===== src/rtl/core/rewm_pkg.sv =====
// ----------------------------------------------------------------------------
// rewm_pkg
// Shared constants, types and helpers of the ring exclusion walker move core.
// ----------------------------------------------------------------------------
`timescale 1ns / 1ps
`default_nettype none

package rewm_pkg;

  localparam int RingSites      = 64;
  localparam int WeightFracBits = 32;

  localparam int OccW     = 64;
  localparam int DrawW    = 32;
  localparam int CfgW     = 32;
  localparam int CfgIdxW  = 1;
  localparam int WeightW  = 39;
  localparam int CntW     = 6;
  localparam int SrchW    = WeightW + 1;
  localparam int PpW      = WeightW + DrawW / 2 + 1;

  localparam int GroupSize = 8;
  localparam int NumGroups = (RingSites + GroupSize - 1) / GroupSize;
  localparam int GrpCntW   = 4;

  localparam logic [OccW-1:0] RingMask =
      (RingSites >= OccW) ? {OccW{1'b1}} : ((OccW'(1) << RingSites) - OccW'(1));
  localparam logic [WeightW-1:0] WeightOne = WeightW'(1) << WeightFracBits;

  localparam logic [CfgW-1:0] HopWeightRst = 32'd90822;
  localparam logic [CfgW-1:0] LeaveRateRst = 32'd671089;

  typedef enum logic [CfgIdxW-1:0] {
    CfgHopWeight = 1'b0,
    CfgLeaveRate = 1'b1
  } cfg_idx_e;

  typedef struct packed {
    logic [OccW-1:0]                 occ;
    logic [RingSites-1:0]            hop;
    logic [RingSites-1:0][CntW-1:0]  rank;
  } site_t;

  function automatic int unsigned next_site(int unsigned j);
    return (j + 1 >= RingSites) ? 0 : j + 1;
  endfunction

endpackage

`default_nettype wire


===== src/rtl/core/rewm_rank.sv =====
// ----------------------------------------------------------------------------
// rewm_rank
// Finds legal hops and gives each one its rank in site order (3 stages).
// ----------------------------------------------------------------------------
`timescale 1ns / 1ps
`default_nettype none

module rewm_rank import rewm_pkg::*; (
  input  wire logic                 clk_i,
  input  wire logic                 rst_ni,
  input  wire logic                 en_i,
  input  wire logic                 valid_i,
  input  wire logic [OccW-1:0]      occ_i,
  input  wire logic [DrawW-1:0]     draw_i,
  output logic                      valid_o,
  output site_t                     site_o,
  output logic [CntW-1:0]           hops_o,
  output logic [DrawW-1:0]          draw_o
);

  logic                 v1_q, v2_q, v3_q;
  logic [OccW-1:0]      occ1_q, occ2_q;
  logic [RingSites-1:0] hop1_q, hop2_q;
  logic [DrawW-1:0]     draw1_q, draw2_q, draw3_q;
  logic [RingSites-1:0][GrpCntW-1:0] lp_d, lp2_q;
  site_t                site3_d, site3_q;
  logic [CntW-1:0]      hops3_d, hops3_q;
  logic [OccW-1:0]      occ_m;
  logic [RingSites-1:0] hop_d;

  always_comb begin
    occ_m = occ_i & RingMask;
    for (int j = 0; j < RingSites; j++) begin
      hop_d[j] = occ_m[j] & ~occ_m[next_site(j)];
    end
  end

  // inclusive count of hops inside each group of sites
  always_comb begin
    logic [GrpCntW-1:0] run;
    run = '0;
    for (int j = 0; j < RingSites; j++) begin
      if (j % GroupSize == 0) begin
        run = '0;
      end
      run     = run + GrpCntW'(hop1_q[j]);
      lp_d[j] = run;
    end
  end

  always_comb begin
    logic [CntW-1:0] off;
    logic [NumGroups-1:0][CntW-1:0] grp_off;
    off = '0;
    for (int g = 0; g < NumGroups; g++) begin
      grp_off[g] = off;
      off = off + CntW'(lp2_q[(g * GroupSize + GroupSize - 1 < RingSites) ?
                              g * GroupSize + GroupSize - 1 : RingSites - 1]);
    end
    hops3_d      = off;
    site3_d.occ  = occ2_q;
    site3_d.hop  = hop2_q;
    for (int j = 0; j < RingSites; j++) begin
      site3_d.rank[j] = grp_off[j / GroupSize] + CntW'(lp2_q[j]);
    end
  end

  always_ff @(posedge clk_i or negedge rst_ni) begin
    if (!rst_ni) begin
      v1_q <= 1'b0;
      v2_q <= 1'b0;
      v3_q <= 1'b0;
    end else if (en_i) begin
      v1_q <= valid_i;
      v2_q <= v1_q;
      v3_q <= v2_q;
    end
  end

  always_ff @(posedge clk_i) begin
    if (en_i) begin
      occ1_q  <= occ_m;
      hop1_q  <= hop_d;
      draw1_q <= draw_i;
      occ2_q  <= occ1_q;
      hop2_q  <= hop1_q;
      draw2_q <= draw1_q;
      lp2_q   <= lp_d;
      site3_q <= site3_d;
      hops3_q <= hops3_d;
      draw3_q <= draw2_q;
    end
  end

  assign valid_o = v3_q;
  assign site_o  = site3_q;
  assign hops_o  = hops3_q;
  assign draw_o  = draw3_q;

  a_hops_bound: assert property (@(posedge clk_i) disable iff (!rst_ni)
    v3_q |-> hops3_q <= CntW'(RingSites / 2))
    else $error("hop count above half the ring");

endmodule

`default_nettype wire


===== config.mk =====
export PLATFORM = sky130hd
export DESIGN_NAME = rewm_rank
export DESIGN_NICKNAME = d
export VERILOG_FILES = /design/src/rtl/core/rewm_pkg.sv /design/src/rtl/core/rewm_rank.sv
export SDC_FILE = /design/constraint.sdc
export NUM_CORES = 1
export LEC_CHECK = 0
export BUFFER_PORTS_ARGS = -buffer_cell sky130_fd_sc_hd__buf_2
export CAP_MARGIN = 20
export CORE_UTILIZATION = 51
export CTS_CLUSTER_DIAMETER = 200
export DETAILED_ROUTE_END_ITERATION = 7
export GPL_TIMING_DRIVEN = 0
export HOLD_SLACK_MARGIN = 0.1
export PLACE_DENSITY = 0.76
export SETUP_SLACK_MARGIN = 0.2
export SLEW_MARGIN = 20
export SYNTH_ARGS = -nofsm -noshare
export SYNTH_HDL_FRONTEND = slang
export SYNTH_SLANG_ARGS = --single-unit

===== constraint.sdc =====
create_clock -name clk_i -period 8.4 [get_ports clk_i]
set_input_delay 0.42 -clock clk_i [delete_from_list [all_inputs] [get_ports clk_i]]
set_output_delay 0.42 -clock clk_i [all_outputs]
set_load 0.005 [all_outputs]

==> qor.txt, run 1 <==
number of I/O pins: 651
area grow syn2layout: 22.90%
multiplexer area fraction after synthesis: 0.0008151
#FFs+latches synth: 1036
Synth area leader: edfxtp_1
# placed instances: 3906
Routed Antenna Nets: 0
final hold vios: 0
Hold WC Path Type: in -> reg
max cap viols: 0
drt via density: 5.106
Setup Crit Path Kind: reg -> reg
die height: 287.1 um
measured slew at the worst slew-check pin: 0.9163 ns
CP arrival: 8.18 ns
Core ar.: 80420 um2
Post-synth EDFFs: 1033
commonest cells in the netlist: edfxtp_1, ha_1, xnor2_1, xor2_1, nor2b_1
adder-cell share of the synthesized area: 0.1177
clk slew on worst S/H paths: 0.06 ns
count leader, synth: edfxtp_1
Final Non-Filler Cells: 4213
count of input and output buffers: 620
RSZ-0062 raised after global routing: false
Max clock buf depth: 3
Max H-tree Level: 3
Final HPWL DP: 60910 um
Post-Synth XOR/XNOR Area: 0.05733
Critical Path RT: 8.80 ns
Congestion Overflow GR: 0
skew final: 0.04498 ns
Starting DRT DRC Count: 1311
hold_ws: 0.1652 ns
Synth async-reset ratio: 0.002896
crit path capture type: register
Crit-path slowest cell: ha_1
Netlist cell types: 50
placement row count: 104
largest net degree at the start of global routing: 158
CTS Sinks: 1036
ant diodes: 0
Final nets: 3522
Starting Density: 0.5154
Startpoint Class: register
Synth area leaders: edfxtp_1, ha_1, xnor2_1, fa_1, xor2_1
final setup vio count: 0
Rel. slew slack: 0.3884
Mapped Area: 41450 um2
Final Cycle Share: 0.9254
Chip Width: 287.1 um
syn_area_per_cell: 18.95 um2
fmax: 128.6 MHz
Tmin final: 7.773 ns
# fillers: 5434
layout cells sized above 1: 0.2794
CP max FO: 9
Final GP Congestion: 0.8627
slowest stage delay, CP: 0.48 ns
Synth top area share: 0.7484
Simple-Gate Fraction of Synth Area: 0.02907
status: finished clean
vias in the first global route: 22.27k
clk_lat worst skew: 0.66 ns
CTS tree: done
post-synthesis compound-gate area fraction: 0.03118
Remaining DRCs: 0
total wire length: 86830 um
CTS buffer count: 102
DR WL/cell: 20.61 um
die area: 82410 um2
Post-synth top flop: edfxtp_1
Via Count: 21.51k
Synth Instances: 2187
CP most frequent cell: ha_1
Seq/Total Area, Yosys: 0.7502
max-slew violation count: 0
synth warn: 0
first-pass iteration count of the detailed router: 5
GR Util All Layers: 0.2069
antenna violations before repair: 0
Clock Tree Root: clkbuf_16
first-pass GRT wire length: 128500 um
largest family of logic cells by synthesized area: adder cells
==> path summary, 6_finish.rpt <==
check,from,endpoint,slack [ns],depth (start not counted)
worst max-delay path,lp2_q[28],site_o[377],0.63,25
worst min-delay path,occ_i[0],occ1_q[0],0.17,1
worst max register to register,lp2_q[28],site_o[377],0.63,25
worst min register to register,occ1_q[4],occ2_q[4],0.41,0
max in group asynchronous,rst_ni,v1_q,7.59,3
min in group asynchronous,rst_ni,v2_q,0.66,3
==> critical path, delay by kind of cell (launching register included) <==
kind,cells,cell delay (ns)
AOI/OAI and AO/OA,2,0.42
xor gates and xnor gates,7,1.93
adders and majority gates,8,3.07
buffers and inverters,7,1.64
DFF,1,0.37
and+or+nand+nor,1,0.07
==> flip-flops by register name (all words and copies together), names as in the netlist, 32 cells and up <==
name,cells
draw_o,32
occ2_q,64
hop1_q,64
draw1_q,32
site_o,475
occ1_q,64
hop2_q,64
draw2_q,32
lp2_q,200
==> timing repair <==
| action | CTS | global route |
|---|---|---|
| setup buffers | 4 | 20 |
| hold buffers | 97 | 0 |
| endpoints found under the setup margin | 68 | 19 |
| resized for setup | 13 | 5 |
| pin swaps | 3 | 1 |
| hold endpoints to repair | 157 | 0 |
==> placed cells by master, fill, tap and decap left out, types with 5 or more instances in the layout <==
cell type	n
dlygate4sd3_1	97
buf_2	623
nor2_1	24
clkbuf_1	18
buf_16	7
fa_1	63
buf_4	62
o21ai_0	34
a21oi_1	80
clkinv_2	17
bufinv_16	14
ha_1	285
conb_1	30
inv_1	56
a21o_1	74
a211oi_1	5
xor2_2	5
nand3_1	45
nand2_1	23
xor2_1	93
edfxtp_1	1033
and3_1	11
xnor2_4	5
clkinvlp_4	6
clkinv_1	24
nor2b_1	95
clkbuf_16	103
xnor2_1	148
==> logic make-up (layout without fill, tap and decap cells) <==
family                   count (synthesis)  after routing
AO/OA/AOI/OAI                          207            207
XOR/XNOR                               259            259
adder cells (fa/ha/maj)                351            351
buffers and inverters                  110           1047
flip-flops                            1036           1036
multiplexers                             3              3
other                                    1             30
AND/OR/NAND/NOR                        220            220
==> stage by stage <==
stage | cell area, um2 | setup TNS (ns) | util | worst slack (ns)
after CTS | 50760 | 0 | 0.6312 | 0.1699
after detailed placement | 46270 | -50.11 | 0.5754 | -1.799
after global routing | 50940 | 0 | 0.6334 | 0.1817
after global placement | 45990 | -8502.66 | 0.5719 | -8.966
final | 50940 | 0 | 0.6334 | 0.6267
after floorplan | 41560 | 0 | - | 0.3058
==> routing by layer <==
layer	global-route usage	wire [um]	vias up
met5	0	0	-
met4	0.07221	2369	0
met3	0.05079	6112	130
met2	0.3662	45370	714
met1	0.2451	32980	10720
li1	-	-	9953
==> layout make-up <==
class / instances / area [um2] / share of cell area
Clock inverter: 67 / 777.0 / 0.01525
Inverter: 64 / 251.5 / 0.004937
Sequential cell: 1036 / 31090 / 0.6104
Clock buffer: 119 / 2638 / 0.05178
Tap cell: 1060 / 1326 / 0.02604
Buffer: 46 / 320.3 / 0.006288
Multi-Input combinational cell: 1070 / 10030 / 0.1969
Timing Repair Buffer: 751 / 4499 / 0.08833
Power of run 1 is left out: the tool's default activity adds up to more than one toggle a clock period on the data nets, which glitch-free logic cannot reach.
==> inputs of run 2 (changes only) <==
--- a/config.mk
+++ b/config.mk
@@ -8,6 +8,7 @@
 export BUFFER_PORTS_ARGS = -buffer_cell sky130_fd_sc_hd__buf_2
 export CAP_MARGIN = 20
 export CORE_UTILIZATION = 51
+export CTS_BUF_LIST = sky130_fd_sc_hd__clkbuf_4 sky130_fd_sc_hd__clkbuf_8 sky130_fd_sc_hd__clkbuf_16
 export CTS_CLUSTER_DIAMETER = 200
 export DETAILED_ROUTE_END_ITERATION = 7
 export GPL_TIMING_DRIVEN = 0
==> run 2 against run 1 <==
Flip-flop and latch count unchanged; setup slack got worse by 0.010 ns; global-route usage about the same; non-clock buffer count unchanged; sequential share of layout area decreased by 0.072 points; routed wire length about the same; register-to-register slack about the same; first-iteration DRC count increased by 0.46%; utilization increased by 0.075 points; final cell count unchanged.
==> qor.txt, run 2 (synthesis gave the netlist of run 1 again) <==
status: finished clean
area grow syn2layout: 23.05%
measured slew at the worst slew-check pin: 0.9155 ns (-0.0008555 ns)
hold depth: 1 (unchanged)
vias in the first global route: 22.26k (-0.067%)
Core ar.: 80420 um2 (unchanged)
commonest cells after routing, fill and taps aside: edfxtp_1, buf_2, ha_1
max-slew violation count: 0 (unchanged)
CTS buffer count: 102 (unchanged)
Starting DRT DRC Count: 1317 (+0.46%)
max reg flops: 475 (unchanged)
skew final: 0.04319 ns (-0.001791 ns)
CP arrival: 8.18 ns (about the same)
crit path capture type: register
Critical Path RT: 8.80 ns (about the same)
first-pass GRT wire length: 128500 um (about the same)
first-pass iteration count of the detailed router: 5 (unchanged)
CTS Sinks: 1036 (unchanged)
layout cells sized above 1: 0.2845 (+0.005075)
CTS tree: done
Chip Width: 287.1 um (unchanged)
CP max FO: 9 (unchanged)
placement row count: 104 (unchanged)
Routed Antenna Nets: 0 (unchanged)
FF-to-FF path depth: 25 (unchanged)
Setup Crit Path Kind: reg -> reg
largest net degree at the start of global routing: 158 (unchanged)
drt via density: 5.105 (about the same)
Starting Density: 0.5154 (unchanged)
Via Count: 21.51k (-0.019%)
number of I/O pins: 651 (unchanged)
clk_lat worst skew: 0.66 ns (about the same)
commonest non-fill, non-tap cell in the layout: edfxtp_1
Hold WC Path Type: in -> reg
max cap viols: 0 (unchanged)
fmax: 128.5 MHz (-0.13%)
Congestion Overflow GR: 0 (unchanged)
DR WL/cell: 20.60 um (about the same)
Final nets: 3522 (unchanged)
Rel. slew slack: 0.3890 (+0.0005710)
die height: 287.1 um (unchanged)
final setup vio count: 0 (unchanged)
RSZ-0062 raised after global routing: false
Startpoint Class: register
GR Util All Layers: 0.2070 (about the same)
Tmin final: 7.784 ns (+0.01045 ns)
antenna violations before repair: 1 (+1)
die area: 82410 um2 (unchanged)
Final GP Congestion: 0.8627 (unchanged)
Final Cycle Share: 0.9266 (+0.001244)
# fillers: 5421 (-0.24%)
Final Cell Area: 51000 um2 (+0.12%)
final hold vios: 0 (unchanged)
Clock Tree Root: clkbuf_16
Remaining DRCs: 0 (unchanged)
count of input and output buffers: 620 (unchanged)
ant diodes: 0 (unchanged)
Max clock buf depth: 3 (unchanged)
Max H-tree Level: 3 (unchanged)
Final HPWL DP: 60910 um (unchanged)
Placement Cell Area: 46270 um2 (unchanged)
total wire length: 86780 um (about the same)
clk slew on worst S/H paths: 0.06 ns (about the same)
run 2: what timing repair did:
item / in CTS / in global routing
pin swaps: 3 / 1
setup endpoints to repair: 68 / 19
hold buffers: 97 / 0
buffers inserted: 4 / 20
hold endpoints to repair: 157 / 0
gates resized for setup: 13 / 5
run 2: through the flow:
step | utilization | std cells | setup TNS, ns | hold slack, ns | worst slack, ns
3_3_place_gp | 0.5719 | 3896 | -8502.66 | 0.2142 | -8.966
2_1_floorplan | - | 2216 | 0 | 0.1244 | 0.3058
5_1_grt | 0.6342 | 4213 | 0 | 0.1204 | 0.1760
3_5_place_dp | 0.5754 | 3906 | -50.11 | 0.2183 | -1.799
6_report | 0.6342 | 4213 | 0 | 0.1722 | 0.6163
4_1_cts | 0.6319 | 4193 | 0 | 0.1199 | 0.1650
run 2: path summary, 6_finish.rpt:
check / start / end / slack [ns]
hold reg to reg: occ1_q[4] / occ2_q[4] / 0.40
setup / recovery: lp2_q[28] / site_o[365] / 0.62
setup reg to reg: lp2_q[28] / site_o[365] / 0.62
min in group asynchronous: rst_ni / v2_q / 0.65
hold / removal: occ_i[0] / occ1_q[0] / 0.17
max in group asynchronous: rst_ni / v1_q / 7.60
run 2: worst max-delay path, cell delays in order, from the launching register on:
cell and delay [ns]:
edfxtp_1 0.37, buf_4 0.19, ha_1 0.24, fa_2 0.41
xnor2_2 0.32, inv_1 0.30, ha_1 0.48, xnor2_4 0.18
ha_1 0.34, xor2_2 0.33, inv_1 0.31, ha_1 0.48
xnor2_4 0.30, inv_2 0.21, ha_1 0.39, xor2_2 0.35
inv_2 0.21, ha_1 0.41, xor2_2 0.37, clkinvlp_4 0.22
buf_4 0.19, ha_1 0.32, a21oi_1 0.23, nor2b_1 0.07
o21ai_0 0.19, xor2_1 0.10
run 2: routing by layer:
layer	track usage	routed length, um
met5	0	0
met4	0.07114	2362
met3	0.05056	6012
met2	0.3664	45360
met1	0.2459	33040
run 2: layout make-up:
class / instances / area, um2 / share of cell area
Clock inverter: 67 / 777.0 / 0.01524
Timing Repair Buffer: 751 / 4499 / 0.08823
Inverter: 64 / 251.5 / 0.004931
Buffer: 46 / 320.3 / 0.006281
Sequential cell: 1036 / 31090 / 0.6097
Multi-Input combinational cell: 1070 / 10030 / 0.1967
Clock buffer: 119 / 2698 / 0.05290
Tap cell: 1060 / 1326 / 0.02601
Power of run 2 is left out for the same reason.
